`src/rtl/core/chat_message_deframer_defines.svh`:
```
// ----------------------------------------------------------------------------
// Chat message deframer assertion macros
// Shared assertion forms for the chat message deframer. Each one is clocked on
// the rising edge and held off while reset is active.
// ----------------------------------------------------------------------------
`ifndef CHAT_MESSAGE_DEFRAMER_DEFINES_SVH
`define CHAT_MESSAGE_DEFRAMER_DEFINES_SVH

// The condition must hold at every clock edge outside reset.
`define CMDF_ASSERT(label, clk, rstn, cond, msg) \
  label: assert property (@(posedge clk) disable iff (!rstn) (cond)) else $error(msg);

// The consequent must hold at every edge at which the antecedent holds.
`define CMDF_ASSERT_IMPL(label, clk, rstn, ante, cons, msg) \
  label: assert property (@(posedge clk) disable iff (!rstn) (ante) |-> (cons)) \
    else $error(msg);

`endif

```
`src/rtl/core/cmdf_pkg.sv`:
```
// ----------------------------------------------------------------------------
// Chat message deframer package
// Message type codes, byte role codes and the result type shared by the
// deframer modules.
// ----------------------------------------------------------------------------
package cmdf_pkg;

  localparam logic [7:0] KIND_BYE     = 8'd0;
  localparam logic [7:0] KIND_HELLO   = 8'd2;
  localparam logic [7:0] KIND_WELCOME = 8'd3;
  localparam logic [7:0] KIND_CHAT    = 8'd4;

  localparam logic [3:0] ROLE_TYPE     = 4'd0;
  localparam logic [3:0] ROLE_NAME_LEN = 4'd1;
  localparam logic [3:0] ROLE_TLEN_HI  = 4'd2;
  localparam logic [3:0] ROLE_TLEN_LO  = 4'd3;
  localparam logic [3:0] ROLE_NAME     = 4'd4;
  localparam logic [3:0] ROLE_TEXT     = 4'd5;
  localparam logic [3:0] ROLE_REASON   = 4'd6;
  localparam logic [3:0] ROLE_MAX_NAME = 4'd7;
  localparam logic [3:0] ROLE_MAX_HI   = 4'd8;
  localparam logic [3:0] ROLE_MAX_LO   = 4'd9;
  localparam logic [3:0] ROLE_UNKNOWN  = 4'd10;

  typedef struct packed {
    logic [3:0]  byte_role;
    logic [7:0]  byte_value;
    logic [7:0]  frame_kind;
    logic [15:0] field_offset;
    logic        frame_end;
  } result_t;

endpackage

```
`src/rtl/core/cmdf_in_stage.sv`:
```
// ----------------------------------------------------------------------------
// Chat message deframer input stage
// Registers each incoming byte and holds it until the parser consumes it.
// ----------------------------------------------------------------------------
module cmdf_in_stage
  import cmdf_pkg::*;
(
  input  logic       clk_i,
  input  logic       rst_ni,
  input  logic       in_valid_i,
  output logic       in_ready_o,
  input  logic [7:0] stream_byte_i,
  input  logic       take_i,
  output logic       valid_o,
  output logic [7:0] byte_o
);

  logic       valid_q, valid_d;
  logic [7:0] byte_q;
  logic       load;

  assign in_ready_o = !valid_q || take_i;
  assign load       = in_valid_i && in_ready_o;

  always_comb begin
    valid_d = valid_q;
    if (load) begin
      valid_d = 1'b1;
    end else if (take_i) begin
      valid_d = 1'b0;
    end
  end

  always_ff @(posedge clk_i or negedge rst_ni) begin
    if (!rst_ni) begin
      valid_q <= 1'b0;
    end else begin
      valid_q <= valid_d;
    end
  end

  always_ff @(posedge clk_i) begin
    if (load) begin
      byte_q <= stream_byte_i;
    end
  end

  assign valid_o = valid_q;
  assign byte_o  = byte_q;

endmodule

```
`src/rtl/core/cmdf_parser.sv`:
```
// ----------------------------------------------------------------------------
// Chat message deframer parser
// Holds the frame parsing state and tags the registered byte with its role,
// frame type, field offset and frame end flag.
// ----------------------------------------------------------------------------
module cmdf_parser
  import cmdf_pkg::*;
(
  input  logic       clk_i,
  input  logic       rst_ni,
  input  logic       fire_i,
  input  logic [7:0] byte_i,
  output result_t    result_o
);

  localparam logic [3:0] PH_TYPE    = 4'd0;
  localparam logic [3:0] PH_REASON  = 4'd1;
  localparam logic [3:0] PH_NAMELEN = 4'd2;
  localparam logic [3:0] PH_TLENHI  = 4'd3;
  localparam logic [3:0] PH_TLENLO  = 4'd4;
  localparam logic [3:0] PH_NAME    = 4'd5;
  localparam logic [3:0] PH_TEXT    = 4'd6;
  localparam logic [3:0] PH_MAXNAME = 4'd7;
  localparam logic [3:0] PH_MAXHI   = 4'd8;
  localparam logic [3:0] PH_MAXLO   = 4'd9;

  logic [3:0]  phase_q, phase_d;
  logic [7:0]  kind_q, kind_d;
  logic [7:0]  name_len_q, name_len_d;
  logic [15:0] text_len_q, text_len_d;
  logic [15:0] pos_q, pos_d;
  logic [15:0] pos_inc;
  logic [3:0]  role;
  logic [15:0] offset;
  logic        frame_end;

  assign pos_inc = pos_q + 16'd1;

  always_comb begin
    phase_d    = phase_q;
    kind_d     = kind_q;
    name_len_d = name_len_q;
    text_len_d = text_len_q;
    pos_d      = pos_q;
    role       = ROLE_TYPE;
    offset     = 16'd0;
    frame_end  = 1'b0;
    case (phase_q)
      PH_REASON: begin
        role      = ROLE_REASON;
        frame_end = 1'b1;
        phase_d   = PH_TYPE;
      end
      PH_NAMELEN: begin
        role       = ROLE_NAME_LEN;
        name_len_d = byte_i;
        pos_d      = 16'd0;
        if (kind_q == KIND_CHAT) begin
          phase_d = PH_TLENHI;
        end else if (byte_i == 8'd0) begin
          frame_end = 1'b1;
          phase_d   = PH_TYPE;
        end else begin
          phase_d = PH_NAME;
        end
      end
      PH_TLENHI: begin
        role       = ROLE_TLEN_HI;
        text_len_d = {byte_i, 8'd0};
        phase_d    = PH_TLENLO;
      end
      PH_TLENLO: begin
        role       = ROLE_TLEN_LO;
        text_len_d = text_len_q | {8'd0, byte_i};
        pos_d      = 16'd0;
        if (name_len_q != 8'd0) begin
          phase_d = PH_NAME;
        end else if (text_len_d != 16'd0) begin
          phase_d = PH_TEXT;
        end else begin
          frame_end = 1'b1;
          phase_d   = PH_TYPE;
        end
      end
      PH_NAME: begin
        role   = ROLE_NAME;
        offset = pos_q;
        pos_d  = pos_inc;
        if (pos_inc >= {8'd0, name_len_q}) begin
          pos_d = 16'd0;
          if (kind_q == KIND_CHAT && text_len_q != 16'd0) begin
            phase_d = PH_TEXT;
          end else begin
            frame_end = 1'b1;
            phase_d   = PH_TYPE;
          end
        end
      end
      PH_TEXT: begin
        role   = ROLE_TEXT;
        offset = pos_q;
        pos_d  = pos_inc;
        if (pos_inc >= text_len_q) begin
          frame_end = 1'b1;
          pos_d     = 16'd0;
          phase_d   = PH_TYPE;
        end
      end
      PH_MAXNAME: begin
        role    = ROLE_MAX_NAME;
        phase_d = PH_MAXHI;
      end
      PH_MAXHI: begin
        role    = ROLE_MAX_HI;
        phase_d = PH_MAXLO;
      end
      PH_MAXLO: begin
        role      = ROLE_MAX_LO;
        frame_end = 1'b1;
        phase_d   = PH_TYPE;
      end
      default: begin
        kind_d = byte_i;
        pos_d  = 16'd0;
        if (byte_i == KIND_BYE) begin
          phase_d = PH_REASON;
        end else if (byte_i == KIND_HELLO || byte_i == KIND_CHAT) begin
          phase_d = PH_NAMELEN;
        end else if (byte_i == KIND_WELCOME) begin
          phase_d = PH_MAXNAME;
        end else begin
          role      = ROLE_UNKNOWN;
          frame_end = 1'b1;
          phase_d   = PH_TYPE;
        end
      end
    endcase
  end

  always_ff @(posedge clk_i or negedge rst_ni) begin
    if (!rst_ni) begin
      phase_q    <= PH_TYPE;
      kind_q     <= 8'd0;
      name_len_q <= 8'd0;
      text_len_q <= 16'd0;
      pos_q      <= 16'd0;
    end else if (fire_i) begin
      phase_q    <= phase_d;
      kind_q     <= kind_d;
      name_len_q <= name_len_d;
      text_len_q <= text_len_d;
      pos_q      <= pos_d;
    end
  end

  assign result_o.byte_role    = role;
  assign result_o.byte_value   = byte_i;
  assign result_o.frame_kind   = kind_d;
  assign result_o.field_offset = offset;
  assign result_o.frame_end    = frame_end;

endmodule

```
`src/rtl/core/cmdf_out_stage.sv`:
```
// ----------------------------------------------------------------------------
// Chat message deframer output stage
// Result register that holds each tagged byte until the consumer takes it.
// ----------------------------------------------------------------------------
module cmdf_out_stage
  import cmdf_pkg::*;
(
  input  logic    clk_i,
  input  logic    rst_ni,
  input  logic    valid_i,
  output logic    take_o,
  input  result_t result_i,
  output logic    out_valid_o,
  input  logic    out_ready_i,
  output result_t result_o
);

  logic    valid_q, valid_d;
  result_t result_q;
  logic    space;

  assign space  = !valid_q || out_ready_i;
  assign take_o = valid_i && space;

  always_comb begin
    valid_d = valid_q;
    if (space) begin
      valid_d = valid_i;
    end
  end

  always_ff @(posedge clk_i or negedge rst_ni) begin
    if (!rst_ni) begin
      valid_q <= 1'b0;
    end else begin
      valid_q <= valid_d;
    end
  end

  always_ff @(posedge clk_i) begin
    if (take_o) begin
      result_q <= result_i;
    end
  end

  assign out_valid_o = valid_q;
  assign result_o    = result_q;

endmodule

```
`src/rtl/core/chat_message_deframer.sv`:
```
// ----------------------------------------------------------------------------
// Chat message deframer
// Tags every byte of a stream of back-to-back chat messages with its role.
// ----------------------------------------------------------------------------
// Each accepted byte yields exactly one tagged item. Bytes pass through an
// input register, a single pass of parsing logic and a result register, so
// one byte is accepted every cycle as long as the consumer keeps taking
// results; throughput is set only by out_ready_i. Unknown type bytes are
// reported as one-byte frames and parsing resumes at the next byte.
module chat_message_deframer
  import cmdf_pkg::*;
(
  input  logic        clk_i,
  input  logic        rst_ni,
  input  logic        in_valid_i,
  output logic        in_ready_o,
  input  logic [7:0]  stream_byte_i,
  output logic        out_valid_o,
  input  logic        out_ready_i,
  output logic [3:0]  byte_role_o,
  output logic [7:0]  byte_value_o,
  output logic [7:0]  frame_kind_o,
  output logic [15:0] field_offset_o,
  output logic        frame_end_o
);

`include "chat_message_deframer_defines.svh"

  logic       s1_valid;
  logic [7:0] s1_byte;
  logic       take;
  result_t    parsed;
  result_t    result;

  cmdf_in_stage u_in_stage (
    .clk_i         (clk_i),
    .rst_ni        (rst_ni),
    .in_valid_i    (in_valid_i),
    .in_ready_o    (in_ready_o),
    .stream_byte_i (stream_byte_i),
    .take_i        (take),
    .valid_o       (s1_valid),
    .byte_o        (s1_byte)
  );

  cmdf_parser u_parser (
    .clk_i    (clk_i),
    .rst_ni   (rst_ni),
    .fire_i   (take),
    .byte_i   (s1_byte),
    .result_o (parsed)
  );

  cmdf_out_stage u_out_stage (
    .clk_i       (clk_i),
    .rst_ni      (rst_ni),
    .valid_i     (s1_valid),
    .take_o      (take),
    .result_i    (parsed),
    .out_valid_o (out_valid_o),
    .out_ready_i (out_ready_i),
    .result_o    (result)
  );

  assign byte_role_o    = result.byte_role;
  assign byte_value_o   = result.byte_value;
  assign frame_kind_o   = result.frame_kind;
  assign field_offset_o = result.field_offset;
  assign frame_end_o    = result.frame_end;

  `CMDF_ASSERT_IMPL(a_unknown_ends, clk_i, rst_ni,
      out_valid_o && byte_role_o == ROLE_UNKNOWN, frame_end_o,
      "unknown type item does not end its frame")
  `CMDF_ASSERT_IMPL(a_offset_zero, clk_i, rst_ni,
      out_valid_o && byte_role_o != ROLE_NAME && byte_role_o != ROLE_TEXT,
      field_offset_o == 16'd0, "nonzero offset outside a name or text field")
  `CMDF_ASSERT_IMPL(a_type_kind, clk_i, rst_ni,
      out_valid_o && (byte_role_o == ROLE_TYPE || byte_role_o == ROLE_UNKNOWN),
      frame_kind_o == byte_value_o, "type item frame kind differs from its byte")
  `CMDF_ASSERT_IMPL(a_no_stall, clk_i, rst_ni,
      !out_valid_o || out_ready_i, in_ready_o,
      "input stalled while the result side can move")

endmodule

```
`config.mk`:
```
export PLATFORM = sky130hd
export DESIGN_NAME = chat_message_deframer
export DESIGN_NICKNAME = d
export VERILOG_FILES = /design/src/rtl/core/cmdf_pkg.sv /design/src/rtl/core/cmdf_in_stage.sv /design/src/rtl/core/cmdf_parser.sv /design/src/rtl/core/cmdf_out_stage.sv /design/src/rtl/core/chat_message_deframer.sv
export VERILOG_INCLUDE_DIRS = /design/src /design/src/rtl/core
export SDC_FILE = /design/constraint.sdc
export NUM_CORES = 1
export LEC_CHECK = 0
export BUFFER_PORTS_ARGS = -buffer_cell sky130_fd_sc_hd__buf_2
export CAP_MARGIN = 25
export CORE_AREA = 2 2 122 89
export CTS_CLUSTER_SIZE = 8
export DETAILED_ROUTE_END_ITERATION = 12
export DIE_AREA = 0 0 124 91
export PLACE_DENSITY_LB_ADDON = 0.2
export SKIP_CTS_REPAIR_TIMING = 1
export SLEW_MARGIN = 20
export SYNTH_ARGS = -nofsm -noshare
export SYNTH_HDL_FRONTEND = slang
export SYNTH_HIERARCHICAL = 1
export SYNTH_SLANG_ARGS = --single-unit
export TNS_END_PERCENT = 10
```
`constraint.sdc`:
```
create_clock -name clk_i -period 3.3 [get_ports clk_i]
set_clock_uncertainty 0.05 [all_clocks]
set_input_delay 0.33 -clock clk_i [delete_from_list [all_inputs] [get_ports clk_i]]
set_output_delay 0.33 -clock clk_i [all_outputs]
set_load 0.005 [all_outputs]
```
==> reports/qor.csv <==
stage,metric,value,unit
run_status,run status,completed,
power,Clock power frac,23.4,%
synthesis,Seq cells post-synth,99,
global_route,gr ovfl total,0,
critical_path,Crit path max-delay family,compound AO/OA/AOI/OAI gates,
clock_network,clk root buf,clkbuf_16,
placement,I/O Buffers,50,
clock_network,CTS sink cnt,99,
routing,drc violations,0,
power,combinational power share,36.4,%
timing,tightest hold margin,0.008764,ns
timing,count of final setup violators,0,
clock_network,CTS buffer count,9,
synthesis,syn nets,549,
global_route,initial antenna violation count,0,
synthesis,share of flip-flops with an asynchronous set or reset,54.55,%
clock_network,"Clk Latency, worst-skew pair",0.35,ns
critical_path,Worst setup startpoint,u_parser/pos_q[1],
timing,Slew HR,47.19,%
global_route,gr usage total,24.47,%
floorplanning,Die X,124,um
floorplanning,starting density of the core,52.73,%
clock_network,Clock Path Buffers,2,
routing,initial DRC count,406,
timing,Slew @ Worst Pin,0.7922,ns
critical_path,"most used cell, CP",a21o_1,
critical_path,CP max FO,7,
timing,fin worst setup slack,0.09277,ns
global_route,pin count of the biggest net entering global routing,33,
critical_path,Critical R2R Launch,u_parser/pos_q[1],
global_route,vias in the first global route,4086,
power,pwr/cell area,818.6,nW/um^2
critical_path,CP max-delay cell,dfrtp_2,
synthesis,Ys Warns,6,
critical_path,CP Buf/Inv Count,1,
routing,DR pass1 iterations,5,
layout,layout cells sized above 1,25.83,%
floorplanning,Site Rows,31,
layout,area grow syn2layout,15.72,%
critical_path,"reg-to-reg slack, setup",0.09,ns
synthesis,syn_area_per_cell,10.37,um^2
synthesis,Post-synth top flop,dfrtp_1,
placement,Detailed Place HPWL,8885,um
routing,Final ANT Viol Nets,0,
power,register share of total power,40.2,%
critical_path,Required @ worst endpoint,3.52,ns
synthesis,Gate Count Post-Synth,513,
timing,Fin. Hold Viols,0,
synthesis,sequential area share after synthesis,50.82,%
global_route,first-pass GRT wire length,21070,um
min_path,hold crit path type,input port to async pin,
placement,worst slack at placement,-0.05461,ns
clock_network,CTS tree,yes,
placement,placer congestion estimate,0.9564,
timing,min cycle time layout,3.207,ns
power,VDD IR-drop max,0.3537,mV
power,Leak,0.002616,uW
job,max cap viols,0,
timing,Slew Limit Fails,0,
critical_path,Worst Path Arrival,3.43,ns
clock_network,CTS H-tree lvls,3,
timing,Final period util,97.19,%
critical_path,Worst Setup End Kind,register,
clock_network,Clock transition at path regs,0.07,ns
synthesis,Netlist Area Pre-Place,5318,um^2
routing,Vias/cell,5.851,
critical_path,worst reg-to-reg path cell count,13,
power,Sw Ratio,36.47,%
layout,Filler Cell Count,856,
timing,maximum clock rate,0.3118,GHz
routing,final wirelength,12610,um
critical_path,Max stage delay on crit path,0.43,ns
synthesis,Post-synth EDFFs,45,
routing,vias,4125,
floorplanning,Die Area,11280,um^2
floorplanning,core area,10080,um^2
power,Internal,3200,uW
layout,ANT cells,0,
floorplanning,Ports,51,
power,Switch Pwr,1837,uW
critical_path,cells along the critical path,"and4_4, nand2_2, nor3_2, xor2_1, ha_1, a21o_1, a21o_1, a21oi_2, nand3_1, a21oi_4, o211ai_4, buf_12, o21ai_2",
layout,NumNets Final,604,
synthesis,Netlist cell types,67,
routing,Routed WL per cell,17.89,um
floorplanning,Chip Height,91,um
critical_path,r2r endpoint,u_parser/pos_q[13],
critical_path,CP Launch Type,register,
critical_path,critical path class,register to register,
layer usage:
metal  up-vias  part of all wire, %  global-route usage (%)
met4         0                  1.6                   7.678
met1      2026                   48                   35.89
met2       148                   44                   35.35
met5         -                    0                       0
li1       1932                    -                       -
met3        19                  6.7                   6.533
metrics by stage:
stage	setup TNS, ns	area, um^2	utilization [%]	power [uW]	std cells
2_1_floorplan	0	5318	-	3217	513
3_3_place_gp	0	5699	56.51	3700	681
3_5_place_dp	-0.08082	5699	56.51	3756	681
4_1_cts	-0.7567	6035	59.84	4954	697
5_1_grt	-0.4543	6153	61.02	5382	705
6_report	0	6153	61.02	5037	705
worst max-delay path by stage:
stage,to,slack (ns),cells after the start
final,u_parser/pos_q[13],0.09,13
after global routing,u_parser/pos_q[11],-0.06,14
after global placement,u_parser/pos_q[5],0.15,11
after floorplan,u_parser/pos_q[10],0.25,12
after detailed placement,u_parser/pos_q[5],-0.05,11
after CTS,u_parser/pos_q[5],-0.14,12
power groups by stage:
stage | clock, uW | combinational (uW) | sequential, uW
after detailed placement | 0 | 1730 | 2020
after floorplan | 0 | 1320 | 1890
after global placement | 0 | 1690 | 2010
after CTS | 1200 | 1750 | 2000
final | 1180 | 1830 | 2020
after global routing | 1250 | 2050 | 2080
cell families (layout without fill, tap and decap cells):
logic type,Yosys count,count (layout),synth area share [%]
buf+inv,62,122,5.247
simple gates,198,198,19.27
fa+ha+maj,24,24,5.647
xor+xnor,14,14,2.306
compound gates,99,99,13.13
flops,99,99,50.82
mux,17,17,3.576
sequential cells by signal, indices dropped and copies added (netlist names):
name and flops:
u_parser/phase_q 4, u_out_stage/out_valid_o 1, u_parser/text_len_q 16, u_parser/kind_q 8, u_in_stage/valid_o 1, u_parser/name_len_q 8, u_parser/pos_q 16, u_out_stage/result_o 37
u_in_stage/byte_o 8
worst reg2reg max path, stage by stage (launching register included):
cell and delay (ns):
dfrtp_2 0.43, and4_4 0.26, nand2_2 0.14, nor3_2 0.26
xor2_1 0.25, ha_1 0.29, a21o_1 0.19, a21o_1 0.19
a21oi_2 0.19, nand3_1 0.14, a21oi_4 0.27, o211ai_4 0.16
buf_12 0.18, o21ai_2 0.13
cell usage in the layout (no fill, tap or decap), drive strengths merged, types with 5 or more instances in the layout:
cell type and n:
xor2 7, clkbuf 11, nor2b 5, a21oi 24, nor2 58, and2 19
buf 75, inv 31, o211ai 8, and3 6, xnor2 7, nor3 9
nand4 6, dfrtp 54, edfxtp 45, o21ai 33, nand3 19, ha 24
nand2 43, nor4 11, mux2 16, nand2b 10
Yosys cell counts, types with 9 or more instances:
cell type	instances	area (um^2)
nand2b_1	9	56.30
nand3_1	16	80.08
o21ai_2	9	78.83
nor3_1	9	45.04
nor4_1	10	62.56
dfrtp_1	54	1351
inv_1	31	116.4
nor2_1	58	217.7
nand2_1	43	161.4
mux2_2	16	180.2
a21oi_1	22	110.1
and2_1	17	106.4
clkbuf_1	17	63.81
o21ai_0	23	115.1
ha_1	24	300.3
edfxtp_1	45	1351
buf_4	9	67.56
layout make-up:
type / instances / area, um^2 / area share, %
sequential: 99 / 2709 / 44.02
multi-input combinational: 352 / 2377 / 38.63
timing repair buffer: 75 / 450.4 / 7.320
clock buffer: 11 / 232.7 / 3.782
tap: 132 / 165.2 / 2.684
inverter: 31 / 116.4 / 1.891
clock inverter: 5 / 102.6 / 1.667
No activity file was read; power rests on OpenSTA's default activity.
